**config.mk**
```make
export PLATFORM = sky130hd
export DESIGN_NAME = e2q_cordic
export DESIGN_NICKNAME = d
export VERILOG_FILES = /design/src/design/e2q_pkg.sv /design/src/design/e2q_cordic.sv
export SDC_FILE = /design/constraint.sdc
export NUM_CORES = 2
export LEC_CHECK = 0
export BUFFER_PORTS_ARGS = -buffer_cell sky130_fd_sc_hd__buf_2
export CORE_MARGIN = 2
export CORE_UTILIZATION = 30
export CTS_CLUSTER_DIAMETER = 120
export CTS_CLUSTER_SIZE = 14
export DETAILED_ROUTE_END_ITERATION = 7
export GPL_TIMING_DRIVEN = 0
export PLACE_DENSITY = 0.45
export SETUP_SLACK_MARGIN = 0.15
export SYNTH_ARGS = -nofsm -noshare
export SYNTH_HDL_FRONTEND = slang
export SYNTH_SLANG_ARGS = --single-unit
```
**constraint.sdc**
```tcl
create_clock -name clk -period 6 [get_ports clk]
set_clock_uncertainty 0.1 [all_clocks]
set_input_delay 0.9 -clock clk [delete_from_list [all_inputs] [get_ports clk]]
set_output_delay 0.9 -clock clk [all_outputs]
set_load 0.1 [all_outputs]
```
**src/design/e2q_pkg.sv**
```systemverilog
// Shared constants, types and the CORDIC angle table for the Euler to quaternion core.
`timescale 1ns / 1ps
package e2q_pkg;
    localparam int CORDIC_STAGES = 16;
    localparam int TABLE_LEN     = 24;
    localparam int RUN_STAGES    = (CORDIC_STAGES < TABLE_LEN) ? CORDIC_STAGES : TABLE_LEN;

    localparam int XW = 33;   // CORDIC x/y, Q30 with headroom
    localparam int ZW = 30;   // angle accumulator, 2^-20 degree units
    localparam int TW = 32;   // clamped sine/cosine, Q30, holds +-1.0 exactly
    localparam int PW = 62;   // full products
    localparam int SW = 63;   // sum of two triple products

    localparam logic signed [XW-1:0] GAIN_Q30     = XW'(652032874);
    localparam logic signed [XW-1:0] ONE_Q30      = XW'(1073741824);
    localparam logic signed [16:0]   QUARTER_TURN = 17'sd11520;
    localparam logic signed [16:0]   HALF_TURN    = 17'sd23040;
    localparam logic signed [16:0]   OUT_MAX      = 17'sd16384;

    typedef logic signed [TW-1:0] trig_t;
    typedef logic signed [15:0]   comp_t;

    // atan(2^-i) in 2^-20 degree units
    function automatic logic signed [ZW-1:0] atan_deg20(input int i);
        logic signed [ZW-1:0] v;
        v = '0;
        case (i)
            0:  v = ZW'(47185920);
            1:  v = ZW'(27855475);
            2:  v = ZW'(14718068);
            3:  v = ZW'(7471121);
            4:  v = ZW'(3750058);
            5:  v = ZW'(1876857);
            6:  v = ZW'(938658);
            7:  v = ZW'(469357);
            8:  v = ZW'(234682);
            9:  v = ZW'(117342);
            10: v = ZW'(58671);
            11: v = ZW'(29335);
            12: v = ZW'(14668);
            13: v = ZW'(7334);
            14: v = ZW'(3667);
            15: v = ZW'(1833);
            16: v = ZW'(917);
            17: v = ZW'(458);
            18: v = ZW'(229);
            19: v = ZW'(115);
            20: v = ZW'(57);
            21: v = ZW'(29);
            22: v = ZW'(14);
            23: v = ZW'(7);
            default: v = '0;
        endcase
        return v;
    endfunction
endpackage

```
**src/design/e2q_cordic.sv**
```systemverilog
// Pipelined rotation-mode CORDIC giving cosine and sine of one half angle.
`timescale 1ns / 1ps
module e2q_cordic (
    input  logic                 clk,
    input  logic                 en,
    input  logic signed [15:0]   angle,
    output e2q_pkg::trig_t       cos_val,
    output e2q_pkg::trig_t       sin_val
);
    import e2q_pkg::*;

    logic signed [XW-1:0] x_reg [0:RUN_STAGES];
    logic signed [XW-1:0] y_reg [0:RUN_STAGES];
    logic signed [ZW-1:0] z_reg [0:RUN_STAGES];
    logic                 flip_reg [0:RUN_STAGES];
    trig_t                cos_reg, sin_reg;

    logic signed [16:0]   h_red;
    logic                 flip_next;

    // the input is already the half angle in 1/128 degree units
    always_comb
    begin
        h_red     = 17'(angle);
        flip_next = 1'b0;
        if (17'(angle) > QUARTER_TURN)
        begin
            h_red     = 17'(angle) - HALF_TURN;
            flip_next = 1'b1;
        end
        else if (17'(angle) < -QUARTER_TURN)
        begin
            h_red     = 17'(angle) + HALF_TURN;
            flip_next = 1'b1;
        end
    end

    always_ff @(posedge clk)
    begin
        if (en)
        begin
            x_reg[0]    <= GAIN_Q30;
            y_reg[0]    <= '0;
            z_reg[0]    <= ZW'(h_red) <<< 13;
            flip_reg[0] <= flip_next;
            for (int i = 0; i < RUN_STAGES; i++)
            begin
                flip_reg[i+1] <= flip_reg[i];
                if (z_reg[i] >= 0)
                begin
                    x_reg[i+1] <= x_reg[i] - (y_reg[i] >>> i);
                    y_reg[i+1] <= y_reg[i] + (x_reg[i] >>> i);
                    z_reg[i+1] <= z_reg[i] - atan_deg20(i);
                end
                else
                begin
                    x_reg[i+1] <= x_reg[i] + (y_reg[i] >>> i);
                    y_reg[i+1] <= y_reg[i] - (x_reg[i] >>> i);
                    z_reg[i+1] <= z_reg[i] + atan_deg20(i);
                end
            end
        end
    end

    logic signed [XW-1:0] xc, yc;

    always_comb
    begin
        xc = x_reg[RUN_STAGES];
        yc = y_reg[RUN_STAGES];
        if (xc > ONE_Q30)  xc = ONE_Q30;
        if (xc < -ONE_Q30) xc = -ONE_Q30;
        if (yc > ONE_Q30)  yc = ONE_Q30;
        if (yc < -ONE_Q30) yc = -ONE_Q30;
        if (flip_reg[RUN_STAGES])
        begin
            xc = -xc;
            yc = -yc;
        end
    end

    always_ff @(posedge clk)
    begin
        if (en)
        begin
            cos_reg <= TW'(xc);
            sin_reg <= TW'(yc);
        end
    end

    assign cos_val = cos_reg;
    assign sin_val = sin_reg;
endmodule

```
* Word-level counts from Yosys, hierarchy flattened
Memories as Yosys holds them, arrays and structs flattened. Index checks and enable logic that the tools add are counted.
Word-level totals: RAM bits 1649, logic and storage cells 395, memories kept 4, bits of input ports 18, output and inout bits 64, flip-flop bits (word level) 64
Memories:
- x_reg | depth 17, width 33, read ports 17, clocked after Yosys merged registers in 0, wr ports 17, RTL line e2q_cordic.sv:12 | logic signed [XW-1:0] x_reg [0:RUN_STAGES];
- y_reg | depth 17, width 33, read ports 17, clocked after Yosys merged registers in 0, wr ports 17, RTL line e2q_cordic.sv:13 | logic signed [XW-1:0] y_reg [0:RUN_STAGES];
- z_reg | depth 17, width 30, read ports 16, clocked after Yosys merged registers in 0, wr ports 17, RTL line e2q_cordic.sv:14 | logic signed [ZW-1:0] z_reg [0:RUN_STAGES];
- flip_reg | depth 17, width 1, read ports 17, clocked after Yosys merged registers in 0, wr ports 17, RTL line e2q_cordic.sv:15 | logic flip_reg [0:RUN_STAGES];
Operators by class: add/sub/neg operators 99, magnitude comparators 22, mux-type cells 220, bitwise gates (word level) 48
Operator list (count):
- $mux 30 | 80
- $mux 33 | 34
- $add 30x30->30 | 16
- $ge 30x1->1 const B | 16
- $sub 30x30->30 | 16
- $mux 32 | 4
- $mux 1 | 100
- $add 33x18->33 | 2
- $add 33x19->33 | 2
- $add 33x20->33 | 2
- $add 33x21->33 | 2
- $add 33x22->33 | 2
- $add 33x23->33 | 2
- $add 33x24->33 | 2
- $add 33x25->33 | 2
- $add 33x26->33 | 2
- $add 33x27->33 | 2
- $add 33x28->33 | 2
- $add 33x29->33 | 2
- $add 33x30->33 | 2
- $add 33x31->33 | 2
- $add 33x32->33 | 2
- $gt 33x32->1 const B | 2
- $lt 33x31->1 const B | 2
- other kinds (24) | 89

* Depth between registers and ports, before layout
An unclocked memory read counts as a cell.
word-level depth 7, mapped depth 21, gate-level depth less buffers 21

* Least setup slack after synthesis
OpenSTA, ideal clock, no wires.
kind in2reg, start in en, end mem x_reg[9][32] (data pin), library setup time 259 ps, data required time 5641 ps, buffers on the path 4, arrival time 5030 ps, stages 20, path slack 611 ps, cells stage by stage clkbuf_1 clkbuf_1 nand2_1 inv_1 clkbuf_1 buf_1 nor2_1 xor2_1 ha_1 nor2b_1 o21ai_0 a21oi_1 o41ai_1 a31o_2 a31oi_1 o21ai_0 o21ai_0 a221o_1 a21oi_1 xnor2_1
RTL lines:
- from (decl) | RTL line e2q_cordic.sv:5 | input logic en,
- to (decl) | RTL line e2q_cordic.sv:12

==> results.toml <==
[run_status]
status = "finished, final reports clean"

[detailed_routing]
route.final.wire_length_um = 343000
routed_wire_per_std_cell_um = 19.3
final_antenna_net_count = 0
drt_first_pass_iters = 5
dr.first_iter.drc_count = 6012
detail_route.drc_violations = 0
dr_total_vias = 91300
post_drt_via_cell_ratio = 5.13

[synth]
syn_nets = 13700
synth_async_sr_flop_share_pct = 0
synth_enable_flop_cells = 1448
post_synth_instance_area_um2 = 119000
post_synth_main_area_contributors = "sky130_fd_sc_hd__edfxtp_1 36%, sky130_fd_sc_hd__ha_1 14%, sky130_fd_sc_hd__xnor2_1 8.2%, sky130_fd_sc_hd__a21oi_1 5.0%, sky130_fd_sc_hd__xor2_1 4.8%"
yosysTopAreaCellShare_pct = 36.4
yosys.cell_types.count = 99
postSynthAreaPerCell_um2 = 9.71
yosys_most_used_dff = "sky130_fd_sc_hd__edfxtp_1"
share_of_the_yosys_chip_area_belonging_to_registers_pct = 36.4
synth-seq-cells = 1448
synth_largest_area_cell = "sky130_fd_sc_hd__edfxtp_1"
ys.warnings.count = 0
syn_inst = 12300

[global_route]
grt_first_pass_wirelength_um = 530000
global_route.overflow_total = 0
track_usage_pct = 16.6
first_global_vias = 88000
grt_max_degree = 67
antenna_violations_before_repair = 5

[die]
placementRows = 231
die_w_um = 635
io_pins = 82
die_area_um2 = 403000
initial_utilization_pct = 30.1
die_height_um = 635
core_area_um2 = 396000

[cts]
cts_htree_levels = 3
clock_tree_from_tritoncts = "built"
ctsHoldBuffers = 0
clk_pin_slew_ns = 0.07
clock_tree.root_cell = "sky130_fd_sc_hd__clkbuf_16"
clock-sinks = 1448
cts_buffers = 122
clk_latency_ns = 0.90
cts-root-to-sink-buffers = 4

[setup_path]
cp.required_ns = 6.54
setup.worst_path.class = "in -> reg"
timing.reg2reg.setup_slack_ns = 0.42
setup.worst_path.start_class = "input port"
arrival_time_of_data_at_the_critical_path_endpoint_ns = 6.20
critical_path.endpoint_type = "register"
worst-path-max-fanout = 29

[final_layout]
final_nets = 13900
synthToLayoutAreaGrowth_pct = 9.71
final_layout_size_suffix_gt1_share_pct = 4.46
n_fill_cell = 41000
total_area_of_sequential_cells_um2 = 43500
largest_reg_flops = 496
finalCoreUtilization_pct = 33.1
multi_input_gate_area_um2 = 73500

[worst_hold_path]
hp-class = "in -> reg"

[sta]
timing.final.crit_share_pct = 94.3
unrepaired_setup_endpoints_after_global_routing = "yes"
timing.max_slew.rel_slack_pct = 0.665
setup_violations = 0
timing_hold_violations_final = 0
worst_pin_slew_ns = 1.49
fmax_mhz = 177
slew_viol_final = 0
finalCriticalPeriod_ns = 5.66

[placement]
hpwlAfterDp_um = 278000
io_buffers = 78
gp_congestion = 0.865

[run]
cap_viol_max_count = 0
## synthesized netlist by cell type (18+ instances only)
cell and number:
sky130_fd_sc_hd__a2111oi_0 25, sky130_fd_sc_hd__a211o_1 43, sky130_fd_sc_hd__a211oi_1 92, sky130_fd_sc_hd__a21boi_0 62, sky130_fd_sc_hd__a21o_1 576, sky130_fd_sc_hd__a21oi_1 1191, sky130_fd_sc_hd__a311oi_1 22, sky130_fd_sc_hd__a31o_2 22
sky130_fd_sc_hd__a31oi_1 105, sky130_fd_sc_hd__a41o_1 18, sky130_fd_sc_hd__and2_1 73, sky130_fd_sc_hd__and3_1 108, sky130_fd_sc_hd__and4_1 19, sky130_fd_sc_hd__buf_1 32, sky130_fd_sc_hd__clkbuf_1 146, sky130_fd_sc_hd__edfxtp_1 1448
sky130_fd_sc_hd__fa_1 49, sky130_fd_sc_hd__ha_1 1311, sky130_fd_sc_hd__inv_1 530, sky130_fd_sc_hd__mux2_2 47, sky130_fd_sc_hd__mux2i_1 49, sky130_fd_sc_hd__nand2_1 707, sky130_fd_sc_hd__nand2b_1 186, sky130_fd_sc_hd__nand3_1 234
sky130_fd_sc_hd__nand3b_1 37, sky130_fd_sc_hd__nand4_1 67, sky130_fd_sc_hd__nor2_1 931, sky130_fd_sc_hd__nor2b_1 191, sky130_fd_sc_hd__nor3_1 300, sky130_fd_sc_hd__nor3b_1 31, sky130_fd_sc_hd__nor4_1 96, sky130_fd_sc_hd__o2111ai_1 26
sky130_fd_sc_hd__o211ai_1 52, sky130_fd_sc_hd__o21a_1 211, sky130_fd_sc_hd__o21ai_0 682, sky130_fd_sc_hd__o21bai_1 142, sky130_fd_sc_hd__o31a_1 32, sky130_fd_sc_hd__o31ai_1 132, sky130_fd_sc_hd__o41ai_1 54, sky130_fd_sc_hd__or2_2 48
sky130_fd_sc_hd__or3_1 97, sky130_fd_sc_hd__or4_1 48, sky130_fd_sc_hd__xnor2_1 1119, sky130_fd_sc_hd__xor2_1 649
## path summary, 6_finish.rpt
check,from,to,cells past startpoint
max reg2reg,y_reg[13][13]$_DFFE_PP_,x_reg[14][29]$_DFFE_PP_,17
min reg2reg,z_reg[0][14]$_DFFE_PP_,z_reg[1][14]$_DFFE_PP_,0
min,angle[0],z_reg[0][13]$_DFFE_PP_,1
max,en,y_reg[5][31]$_DFFE_PP_,20
## layout by cell type (no fill, tap or decap), types with 94 or more instances in the layout
| cell type | netlist | layout |
|---|---|---|
| sky130_fd_sc_hd__edfxtp_1 | 1448 | 1448 |
| sky130_fd_sc_hd__nand2_1 | 707 | 699 |
| sky130_fd_sc_hd__o21bai_1 | 142 | 142 |
| sky130_fd_sc_hd__nand2b_1 | 186 | 185 |
| sky130_fd_sc_hd__a21oi_1 | 1191 | 1186 |
| sky130_fd_sc_hd__o31ai_1 | 132 | 127 |
| sky130_fd_sc_hd__nor2_1 | 931 | 930 |
| sky130_fd_sc_hd__clkbuf_1 | 146 | 94 |
| sky130_fd_sc_hd__and3_1 | 108 | 108 |
| sky130_fd_sc_hd__a31oi_1 | 105 | 101 |
| sky130_fd_sc_hd__inv_1 | 530 | 530 |
| sky130_fd_sc_hd__clkbuf_16 | 0 | 124 |
| sky130_fd_sc_hd__xor2_1 | 649 | 649 |
| sky130_fd_sc_hd__nor3_1 | 300 | 297 |
| sky130_fd_sc_hd__nor2b_1 | 191 | 191 |
| sky130_fd_sc_hd__o21a_1 | 211 | 211 |
| sky130_fd_sc_hd__o21ai_0 | 682 | 670 |
| sky130_fd_sc_hd__xnor2_1 | 1119 | 1114 |
| sky130_fd_sc_hd__nand3_1 | 234 | 234 |
| sky130_fd_sc_hd__or3_1 | 97 | 97 |
| sky130_fd_sc_hd__ha_1 | 1311 | 1311 |
| sky130_fd_sc_hd__a21o_1 | 576 | 576 |
## kinds of logic (layout without fill, tap and decap cells)
| kind of cell | count (synthesis) | after routing | synth area share (%) |
|---|---|---|---|
| AO/OA/AOI/OAI | 3670 | 3670 | 19.6 |
| AND/OR/NAND/NOR | 3224 | 3224 | 13.2 |
| XOR/XNOR | 1769 | 1769 | 13.0 |
| flip-flops | 1448 | 1448 | 36.4 |
| adder cells (fa/ha/maj) | 1360 | 1360 | 14.6 |
| buffers and inverters | 722 | 974 | 2.29 |
| multiplexers | 97 | 97 | 0.874 |
| other | 0 | 3 | 0 |
## through the flow
step / worst slack, ns / hold slack (ns) / std cells / setup TNS, ns / cell area [um2]
floorplan: 0.611 / 0.300 / 12300 / 0 / 119000
global placement: -6.54 / 0.301 / 17600 / - / 126000
detailed placement: -3.99 / 0.306 / 17600 / -1491.82 / 127000
CTS: 0.153 / 0.0295 / 17800 / 0 / 130000
global route: 0.127 / 0.0519 / 17800 / 0 / 131000
finish: 0.345 / 0.124 / 17800 / 0 / 131000
## repair_timing
item,in CTS,in global routing
setup endpoints to repair,755,108
pin swaps,1,3
resized for setup,100,102
gates cloned,2,0
setup buffers,3,6
## critical path, cell delays in order
cell,delay [ns]
sky130_fd_sc_hd__buf_8,0.23
sky130_fd_sc_hd__buf_16,0.25
sky130_fd_sc_hd__clkbuf_16,0.28
sky130_fd_sc_hd__nand2_2,0.24
sky130_fd_sc_hd__clkbuf_1,0.37
sky130_fd_sc_hd__clkbuf_2,0.38
sky130_fd_sc_hd__o21ai_0,0.44
sky130_fd_sc_hd__inv_1,0.09
sky130_fd_sc_hd__ha_1,0.27
sky130_fd_sc_hd__nor2b_1,0.12
sky130_fd_sc_hd__o21ai_0,0.22
sky130_fd_sc_hd__a21boi_0,0.16
sky130_fd_sc_hd__o21ai_0,0.42
sky130_fd_sc_hd__a211o_1,0.32
sky130_fd_sc_hd__a31oi_1,0.15
sky130_fd_sc_hd__o21ai_0,0.48
sky130_fd_sc_hd__a211oi_1,0.17
sky130_fd_sc_hd__a211o_1,0.29
sky130_fd_sc_hd__a21oi_1,0.18
sky130_fd_sc_hd__xnor2_1,0.12
## routing by layer
layer | track usage, % | vias to the layer above | wire, um
li1 | - | 46000 | -
met1 | 23.4 | 43500 | 166000
met2 | 27.5 | 1452 | 157000
met3 | 1.47 | 278 | 12000
met4 | 4.03 | 0 | 8440
met5 | 0 | - | 0
## area by class of cell
| type | count | share of cell area, % |
|---|---|---|
| plain buffers | 185 | 0.735 |
| clock buffers | 128 | 2.37 |
| flip-flops and latches | 1448 | 33.2 |
| repair buffers | 108 | 0.784 |
| clock inverters | 16 | 0.159 |
| well taps | 5242 | 5.01 |
| multi-input cells | 10100 | 56.2 |
| inverters | 537 | 1.54 |
| diodes | 3 | 0.00574 |
Power is left out: the tool's default activity adds up to more than one toggle a clock period on the data nets, which glitch-free logic cannot reach.
